File: src/sv/scm_pkg.sv
// ----------------------------------------------------------------------------
// Servo channel curve mapper package
// Shared widths, register indexes, conversion constants and the word types
// that travel between the front stage, the divider cells and the tail.
// ----------------------------------------------------------------------------
package scm_pkg;

    localparam int X_W     = 11;
    localparam int PT_W    = 12;
    localparam int CFG_W   = 11;
    localparam int IDX_W   = 3;
    localparam int QUO_W   = 12;
    localparam int REM_W   = 23;
    localparam int SUM_W   = 14;
    localparam int PULSE_W = 16;

    localparam logic [1:0] MODE_PLAIN = 2'd0;
    localparam logic [1:0] MODE_STEP  = 2'd1;

    localparam int OPT_INVERT = 0;
    localparam int OPT_NARROW = 1;

    localparam int CENTER_US = 1500;
    localparam int CH_IN_LO  = 172;
    localparam int CH_IN_HI  = 1811;
    localparam int US_OUT_LO = 988;

    // The doubled output span of the plain conversion is 2048, a shift by 11.
    localparam int PLAIN_SHIFT = 11;

    localparam logic [X_W-1:0]     PLAIN_IN_LO  = X_W'(CH_IN_LO);
    localparam logic [PT_W-1:0]    PLAIN_DIV    = PT_W'(CH_IN_HI - CH_IN_LO);
    localparam logic [PT_W-1:0]    PLAIN_BASE   = PT_W'(US_OUT_LO * 2 + 1);
    localparam logic [PULSE_W-1:0] CENTER_TWICE = PULSE_W'(2 * CENTER_US);

    typedef enum logic [IDX_W-1:0] {
        REG_MAP_MODE  = 3'd0,
        REG_IN_ONE    = 3'd1,
        REG_IN_TWO    = 3'd2,
        REG_IN_THREE  = 3'd3,
        REG_OUT_ONE   = 3'd4,
        REG_OUT_TWO   = 3'd5,
        REG_OUT_THREE = 3'd6,
        REG_OPTIONS   = 3'd7
    } scm_reg_idx_t;

    typedef struct packed {
        logic [1:0]       map_mode;
        logic [CFG_W-1:0] in_point_one;
        logic [CFG_W-1:0] in_point_two;
        logic [CFG_W-1:0] in_point_three;
        logic [CFG_W-1:0] out_point_one;
        logic [CFG_W-1:0] out_point_two;
        logic [CFG_W-1:0] out_point_three;
        logic [1:0]       output_options;
    } scm_cfg_t;

    typedef struct packed {
        logic [REM_W-1:0] rem;
        logic [REM_W-1:0] dsh;
        logic [QUO_W-1:0] quo;
        logic             neg;
        logic [PT_W-1:0]  base;
        logic             plain;
    } scm_word_t;

endpackage

File: src/sv/scm_front.sv
// ----------------------------------------------------------------------------
// Servo channel curve mapper front stage
// Selects the segment or level for one channel value and loads the dividend,
// the aligned divisor and the base value into the first pipeline word.
// ----------------------------------------------------------------------------
module scm_front (
    input  logic                          clk,
    input  logic                          rst_n,
    input  scm_pkg::scm_cfg_t             cfg,
    input  logic                          in_valid,
    output logic                          in_ready,
    input  logic [scm_pkg::X_W-1:0]       channel_value,
    output logic                          word_valid,
    output scm_pkg::scm_word_t            word,
    input  logic                          down_ready
);
    import scm_pkg::*;

    logic              valid_reg;
    logic              valid_next;
    scm_word_t         word_reg;
    scm_word_t         word_next;
    logic              load;
    logic [PT_W-1:0]   xi;
    logic [PT_W-1:0]   i1;
    logic [PT_W-1:0]   i2;
    logic [PT_W-1:0]   i3;
    logic [PT_W-1:0]   o1;
    logic [PT_W-1:0]   o2;
    logic [PT_W-1:0]   o3;
    logic              seg_low;
    logic [PT_W-1:0]   xa;
    logic [PT_W-1:0]   xb;
    logic [PT_W-1:0]   ya;
    logic [PT_W-1:0]   yb;
    logic [PT_W-1:0]   dx_full;
    logic [X_W-1:0]    dx;
    logic [PT_W:0]     dy;
    logic [PT_W:0]     dy_abs;
    logic [PT_W-1:0]   span;
    logic [REM_W-1:0]  prod;
    logic              p_neg;
    logic [X_W-1:0]    p_mag;

    assign xi = {1'b0, channel_value};
    assign i1 = {cfg.in_point_one, 1'b0};
    assign i2 = {cfg.in_point_two, 1'b0};
    assign i3 = {cfg.in_point_three, 1'b0};
    assign o1 = {cfg.out_point_one, 1'b0};
    assign o2 = {cfg.out_point_two, 1'b0};
    assign o3 = {cfg.out_point_three, 1'b0};

    assign seg_low = (xi <= i2);
    assign xa      = seg_low ? i1 : i2;
    assign xb      = seg_low ? i2 : i3;
    assign ya      = seg_low ? o1 : o2;
    assign yb      = seg_low ? o2 : o3;

    // Inside a segment the value lies above its first breakpoint and at most
    // 2047 above it, so the difference fits the channel width.
    assign dx_full = xi - xa;
    assign dx      = dx_full[X_W-1:0];
    assign dy      = {1'b0, yb} - {1'b0, ya};
    assign dy_abs  = dy[PT_W] ? ((PT_W+1)'(0) - dy) : dy;
    assign span    = xb - xa;
    assign prod    = {{(REM_W-X_W){1'b0}}, dx} * {{(REM_W-PT_W){1'b0}}, dy_abs[PT_W-1:0]};

    assign p_neg = (channel_value < PLAIN_IN_LO);
    assign p_mag = p_neg ? (PLAIN_IN_LO - channel_value) : (channel_value - PLAIN_IN_LO);

    always_comb
    begin
        word_next.rem   = '0;
        word_next.dsh   = {PT_W'(1), {PLAIN_SHIFT{1'b0}}};
        word_next.quo   = '0;
        word_next.neg   = 1'b0;
        word_next.base  = o3;
        word_next.plain = 1'b0;
        if (cfg.map_mode == MODE_PLAIN)
        begin
            word_next.rem   = {1'b0, p_mag, {PLAIN_SHIFT{1'b0}}};
            word_next.dsh   = {PLAIN_DIV, {PLAIN_SHIFT{1'b0}}};
            word_next.neg   = p_neg;
            word_next.base  = PLAIN_BASE;
            word_next.plain = 1'b1;
        end
        else if (cfg.map_mode == MODE_STEP)
        begin
            if (xi < i2)
            begin
                word_next.base = o1;
            end
            else if (xi < i3)
            begin
                word_next.base = o2;
            end
            else
            begin
                word_next.base = o3;
            end
        end
        else
        begin
            if (xi <= i1)
            begin
                word_next.base = o1;
            end
            else if (xi >= i3)
            begin
                word_next.base = o3;
            end
            else if (span == '0)
            begin
                word_next.base = ya;
            end
            else
            begin
                word_next.rem  = prod;
                word_next.dsh  = {span, {PLAIN_SHIFT{1'b0}}};
                word_next.neg  = dy[PT_W];
                word_next.base = ya;
            end
        end
    end

    assign in_ready   = !valid_reg || down_ready;
    assign load       = in_ready && in_valid;
    assign valid_next = in_ready ? in_valid : valid_reg;

    always_ff @(posedge clk or negedge rst_n)
    begin
        if (!rst_n)
        begin
            valid_reg <= 1'b0;
        end
        else
        begin
            valid_reg <= valid_next;
        end
    end

    always_ff @(posedge clk)
    begin
        if (load)
        begin
            word_reg <= word_next;
        end
    end

    assign word_valid = valid_reg;
    assign word       = word_reg;

endmodule

File: src/sv/scm_cell.sv
// ----------------------------------------------------------------------------
// Servo channel curve mapper divider cell
// One restoring division step: compares the remainder with the aligned
// divisor, subtracts on success, shifts in one quotient bit and hands the
// word to the next cell with the divisor moved down one place.
// ----------------------------------------------------------------------------
module scm_cell (
    input  logic                 clk,
    input  logic                 rst_n,
    input  logic                 up_valid,
    output logic                 up_ready,
    input  scm_pkg::scm_word_t   up_word,
    output logic                 down_valid,
    input  logic                 down_ready,
    output scm_pkg::scm_word_t   down_word
);
    import scm_pkg::*;

    logic      valid_reg;
    logic      valid_next;
    scm_word_t word_reg;
    scm_word_t word_next;
    logic      fits;
    logic      load;

    assign fits = (up_word.rem >= up_word.dsh);

    always_comb
    begin
        word_next     = up_word;
        word_next.rem = fits ? (up_word.rem - up_word.dsh) : up_word.rem;
        word_next.dsh = {1'b0, up_word.dsh[REM_W-1:1]};
        word_next.quo = {up_word.quo[QUO_W-2:0], fits};
    end

    assign up_ready   = !valid_reg || down_ready;
    assign load       = up_ready && up_valid;
    assign valid_next = up_ready ? up_valid : valid_reg;

    always_ff @(posedge clk or negedge rst_n)
    begin
        if (!rst_n)
        begin
            valid_reg <= 1'b0;
        end
        else
        begin
            valid_reg <= valid_next;
        end
    end

    always_ff @(posedge clk)
    begin
        if (load)
        begin
            word_reg <= word_next;
        end
    end

    assign down_valid = valid_reg;
    assign down_word  = word_reg;

endmodule

File: src/sv/scm_tail.sv
// ----------------------------------------------------------------------------
// Servo channel curve mapper tail stage
// Applies the sign to the quotient, adds the base, halves or clamps, then
// inverts and narrows as configured and holds the result word for output.
// ----------------------------------------------------------------------------
module scm_tail (
    input  logic                          clk,
    input  logic                          rst_n,
    input  logic [1:0]                    output_options,
    input  logic                          up_valid,
    output logic                          up_ready,
    input  scm_pkg::scm_word_t            up_word,
    output logic                          out_valid,
    input  logic                          out_stall,
    output logic [scm_pkg::PULSE_W-1:0]   pulse_us
);
    import scm_pkg::*;

    logic               valid_reg;
    logic               valid_next;
    logic [PULSE_W-1:0] pulse_reg;
    logic [PULSE_W-1:0] pulse_next;
    logic [SUM_W-1:0]   quo_ext;
    logic [SUM_W-1:0]   signed_quo;
    logic [SUM_W-1:0]   sum;
    logic [PULSE_W-1:0] mapped;
    logic [PULSE_W-1:0] inverted;
    logic               load;

    assign quo_ext    = {{(SUM_W-QUO_W){1'b0}}, up_word.quo};
    assign signed_quo = up_word.neg ? (SUM_W'(0) - quo_ext) : quo_ext;
    assign sum        = {{(SUM_W-PT_W){1'b0}}, up_word.base} + signed_quo;

    always_comb
    begin
        if (up_word.plain)
        begin
            mapped = {{(PULSE_W-SUM_W+1){1'b0}}, sum[SUM_W-1:1]};
        end
        else if (sum[SUM_W-1])
        begin
            mapped = '0;
        end
        else
        begin
            mapped = {{(PULSE_W-SUM_W){1'b0}}, sum};
        end
    end

    assign inverted   = output_options[OPT_INVERT] ? (CENTER_TWICE - mapped) : mapped;
    assign pulse_next = output_options[OPT_NARROW] ? {1'b0, inverted[PULSE_W-1:1]} : inverted;

    assign up_ready   = !valid_reg || !out_stall;
    assign load       = up_ready && up_valid;
    assign valid_next = up_ready ? up_valid : valid_reg;

    always_ff @(posedge clk or negedge rst_n)
    begin
        if (!rst_n)
        begin
            valid_reg <= 1'b0;
        end
        else
        begin
            valid_reg <= valid_next;
        end
    end

    always_ff @(posedge clk)
    begin
        if (load)
        begin
            pulse_reg <= pulse_next;
        end
    end

    assign out_valid = valid_reg;
    assign pulse_us  = pulse_reg;

endmodule

File: src/sv/servo_channel_curve_mapper.sv
// Each accepted channel word passes the front stage, the divider cells and the tail stage.
// Throughput: one word per cycle while out_stall is low; the row of 12 divider cells,
// one quotient bit each, sets the depth, and every stage moves on whenever the stage
// after it has room. Reset empties the pipeline and clears the configuration
// registers: plain conversion, no options.
// ----------------------------------------------------------------------------
// Servo channel curve mapper
// Maps one received channel value to a servo pulse width through a plain
// conversion, a three-level step or a three-point piecewise linear curve.
// ----------------------------------------------------------------------------
module servo_channel_curve_mapper (
    input  logic                          clk,
    input  logic                          rst_n,
    input  logic                          cfg_write,
    input  logic [scm_pkg::IDX_W-1:0]     cfg_index,
    input  logic [scm_pkg::CFG_W-1:0]     cfg_data,
    input  logic                          in_valid,
    output logic                          in_stall,
    input  logic [scm_pkg::X_W-1:0]       channel_value,
    output logic                          out_valid,
    input  logic                          out_stall,
    output logic [scm_pkg::PULSE_W-1:0]   pulse_us
);
    import scm_pkg::*;

    scm_cfg_t   cfg_reg;
    scm_cfg_t   cfg_next;
    logic       front_ready;
    logic [QUO_W:0] chain_valid;
    logic [QUO_W:0] chain_ready;
    scm_word_t  chain_word [0:QUO_W];

    always_comb
    begin
        cfg_next = cfg_reg;
        if (cfg_write)
        begin
            unique case (scm_reg_idx_t'(cfg_index))
                REG_MAP_MODE:  cfg_next.map_mode        = cfg_data[1:0];
                REG_IN_ONE:    cfg_next.in_point_one    = cfg_data;
                REG_IN_TWO:    cfg_next.in_point_two    = cfg_data;
                REG_IN_THREE:  cfg_next.in_point_three  = cfg_data;
                REG_OUT_ONE:   cfg_next.out_point_one   = cfg_data;
                REG_OUT_TWO:   cfg_next.out_point_two   = cfg_data;
                REG_OUT_THREE: cfg_next.out_point_three = cfg_data;
                REG_OPTIONS:   cfg_next.output_options  = cfg_data[1:0];
                default:       cfg_next = cfg_reg;
            endcase
        end
    end

    always_ff @(posedge clk or negedge rst_n)
    begin
        if (!rst_n)
        begin
            cfg_reg <= '0;
        end
        else
        begin
            cfg_reg <= cfg_next;
        end
    end

    scm_front u_front (
        .clk           (clk),
        .rst_n         (rst_n),
        .cfg           (cfg_reg),
        .in_valid      (in_valid),
        .in_ready      (front_ready),
        .channel_value (channel_value),
        .word_valid    (chain_valid[0]),
        .word          (chain_word[0]),
        .down_ready    (chain_ready[0])
    );

    assign in_stall = !front_ready;

    for (genvar i = 0; i < QUO_W; i++)
    begin : g_cell
        scm_cell u_cell (
            .clk        (clk),
            .rst_n      (rst_n),
            .up_valid   (chain_valid[i]),
            .up_ready   (chain_ready[i]),
            .up_word    (chain_word[i]),
            .down_valid (chain_valid[i+1]),
            .down_ready (chain_ready[i+1]),
            .down_word  (chain_word[i+1])
        );
    end

    scm_tail u_tail (
        .clk            (clk),
        .rst_n          (rst_n),
        .output_options (cfg_reg.output_options),
        .up_valid       (chain_valid[QUO_W]),
        .up_ready       (chain_ready[QUO_W]),
        .up_word        (chain_word[QUO_W]),
        .out_valid      (out_valid),
        .out_stall      (out_stall),
        .pulse_us       (pulse_us)
    );

`ifndef SYNTHESIS
    a_quotient_range: assert property (@(posedge clk) disable iff (!rst_n)
        chain_valid[0] |-> ({1'b0, chain_word[0].rem} < {chain_word[0].dsh, 1'b0}))
        else $error("Dividend too large for the quotient width.");

    a_stall_only_when_full: assert property (@(posedge clk) disable iff (!rst_n)
        in_stall |-> (out_valid && out_stall))
        else $error("Input stalled while the pipeline had room.");

    a_curve_not_below_zero: assert property (@(posedge clk) disable iff (!rst_n)
        (chain_valid[QUO_W] && !chain_word[QUO_W].plain && chain_word[QUO_W].neg)
        |-> (chain_word[QUO_W].quo <= chain_word[QUO_W].base))
        else $error("Interpolated value fell below zero.");
`endif

endmodule
File: config.mk
export PLATFORM = sky130hd
export DESIGN_NAME = servo_channel_curve_mapper
export DESIGN_NICKNAME = d
export VERILOG_FILES = /design/src/sv/scm_pkg.sv /design/src/sv/scm_front.sv /design/src/sv/scm_cell.sv /design/src/sv/scm_tail.sv /design/src/sv/servo_channel_curve_mapper.sv
export SDC_FILE = /design/constraint.sdc
export NUM_CORES = 2
export LEC_CHECK = 0
export BUFFER_PORTS_ARGS = -buffer_cell sky130_fd_sc_hd__buf_2
export CAP_MARGIN = 0
export CORE_UTILIZATION = 52
export DETAILED_ROUTE_END_ITERATION = 10
export GPL_ROUTABILITY_DRIVEN = 0
export PLACE_DENSITY_LB_ADDON = 0.1
export SLEW_MARGIN = 15
export SYNTH_ARGS = -nofsm -noshare
export SYNTH_HDL_FRONTEND = slang
export SYNTH_HIERARCHICAL = 1
export SYNTH_SLANG_ARGS = --single-unit
File: constraint.sdc
create_clock -name clk -period 10.47 [get_ports clk]
set_input_delay 1.047 -clock clk [delete_from_list [all_inputs] [get_ports clk]]
set_output_delay 1.047 -clock clk [all_outputs]
set_load 0.03 [all_outputs]
==> run metrics <==
worst-margin pin slew=1.05 ns; Die ar.=roughly 110000 um2; layout cells sized above 1=0.136; crit start category=flop; Setup violations, final=0; Die X-Extent=roughly 330 um; Hold Buf Count CTS=0; MaxCap Viol Count=0; Post-DP HPWL=95.5 mm; max-slew violations=0; Post-Layout Inst Area=61200 um2; Die Y=332 um; Max Used Layer=met4; total setup buffers inserted after CTS=0; fin crit share=0.912; worst skew pair latency=0.71 ns; Crit Path Max Fanout=35; final setup TNS=0 ns; Hold Crit Class=in2async; cell family with most CP delay=adder cells; Num Clock Sinks=889; Area Growth Syn to Fin=7.87%; most used cell, CP=fa_1; clk_skew=around 0.065 ns; DRC=0; first-pass GRT wire length=just under 200 mm; Peak Freq=0.105 GHz; WP data required=10.88 ns; Setup CP Type=reg2reg; worst path bufs/invs=5; global route total overflow=0; GRT Total Usage=0.224; starting density of the core=0.527; CTS max path bufs=3; Storage cell area=approximately 26000 um2; I/O Buffers=47; Worst path slowest cell=xor2_1; total CTS buffers=95; RSZ-0062 raised after global routing=no; Relative slew margins=0.301; run status=complete, no violations; Critical Path Max Stage Delay=0.65 ns; Area after DPL=58000 um2; Core Box Area=between 100000 and 150000 um2; Final min period=roughly 9.5 ns; Syn. warnings=6; Root Driver=clkbuf_16; CTS tree=yes; routed wl met3=~4.9 mm; length of the first detailed-routing pass in iterations=6; Synth Area per Inst=11.5 um2; # nets final=5492; Util after Layout=0.568; Clock Pin Slew Worst Setup and Hold Paths=0.06 ns; largest net degree at the start of global routing=75; WL met2=60.9 mm; Worst Setup End Kind=flop; Final Hold Fails=0; DR vias/cell=5.73; total number of vias=36900; critical path arrival=between 9 and 10 ns; Layout fillers=9026; area of the multi-input gates=27500 um2; vias in the first global route=36800; Final ANT Viol Nets=0; Rows=120; Syn Inst Count=4926; IO Pins=48; post-cts sizing count=0; Post-Syn Area=around 57000 um2; Met1 Wirelength=54.1 mm; wire length per cell=~19 um; Starting DRT DRC Count=2459; initial antenna violation count=0; Routed Wire Length=124 mm; max reg flops=741; # H-tree levels=3; antenna diode instance count=0
==> path summary, 6_finish.rpt <==
check | endpoint | slack [ns] | startpoint | depth (start not counted)
max | u_front/word[70]$_DFFE_PP_ | 0.93 | cfg_reg[51]$_DFFE_PN0P_ | 34
min | g_cell[5].u_cell/down_valid$_DFFE_PN0N_ | 0.16 | rst_n | 1
max reg2reg | u_front/word[70]$_DFFE_PP_ | 0.93 | cfg_reg[51]$_DFFE_PN0P_ | 34
min reg2reg | g_cell[2].u_cell/down_word[0]$_DFFE_PP_ | 0.37 | g_cell[1].u_cell/down_word[0]$_DFFE_PP_ | 0
max in group asynchronous | cfg_reg[31]$_DFFE_PN0P_ | 9.09 | rst_n | 2
min in group clk | g_cell[2].u_cell/down_word[0]$_DFFE_PP_ | 0.37 | g_cell[1].u_cell/down_word[0]$_DFFE_PP_ | 0
==> cell type report <==
class	instances	area share
Tap cell	1403	0.0287
Timing Repair Buffer	98	0.0105
Clock inverter	62	0.0122
Inverter	479	0.0295
Clock buffer	112	0.0399
Sequential cell	889	0.429
Multi-Input combinational cell	3392	0.450
==> placed cells by master, fill, tap and decap left out, types with 50 or more instances in the layout <==
cell / count
inv_1: 474
nand3_1: 67
a21oi_1: 322
o21a_1: 50
nor2_1: 292
xnor2_1: 157
mux2i_1: 53
xor2_1: 112
edfxtp_1: 805
buf_4: 51
nand2b_1: 71
o21ai_0: 185
dfrtp_1: 84
mux2_4: 154
o21bai_1: 60
a31oi_1: 58
nand4_1: 68
a21o_1: 129
ha_1: 412
nand2_1: 267
mux2_2: 122
clkbuf_16: 95
fa_1: 95
==> metal layers <==
metal	track usage	up-vias
met3	0.0296	227
met2	0.391	738
li1	-	18100
met5	0	-
met4	0.0698	0
met1	0.288	17800
==> stage by stage <==
stage	setup slack (ns)	hold slack, ns	instances
after CTS	1.03	0.113	6434
after global placement	0.444	0.400	6260
after floorplan	0.773	0.400	4937
final	0.925	0.162	6435
after detailed placement	0.386	0.405	6260
after global routing	0.434	0.139	6435
Power is left out: the tool's default activity adds up to more than one toggle a clock period on the data nets, which glitch-free logic cannot reach.
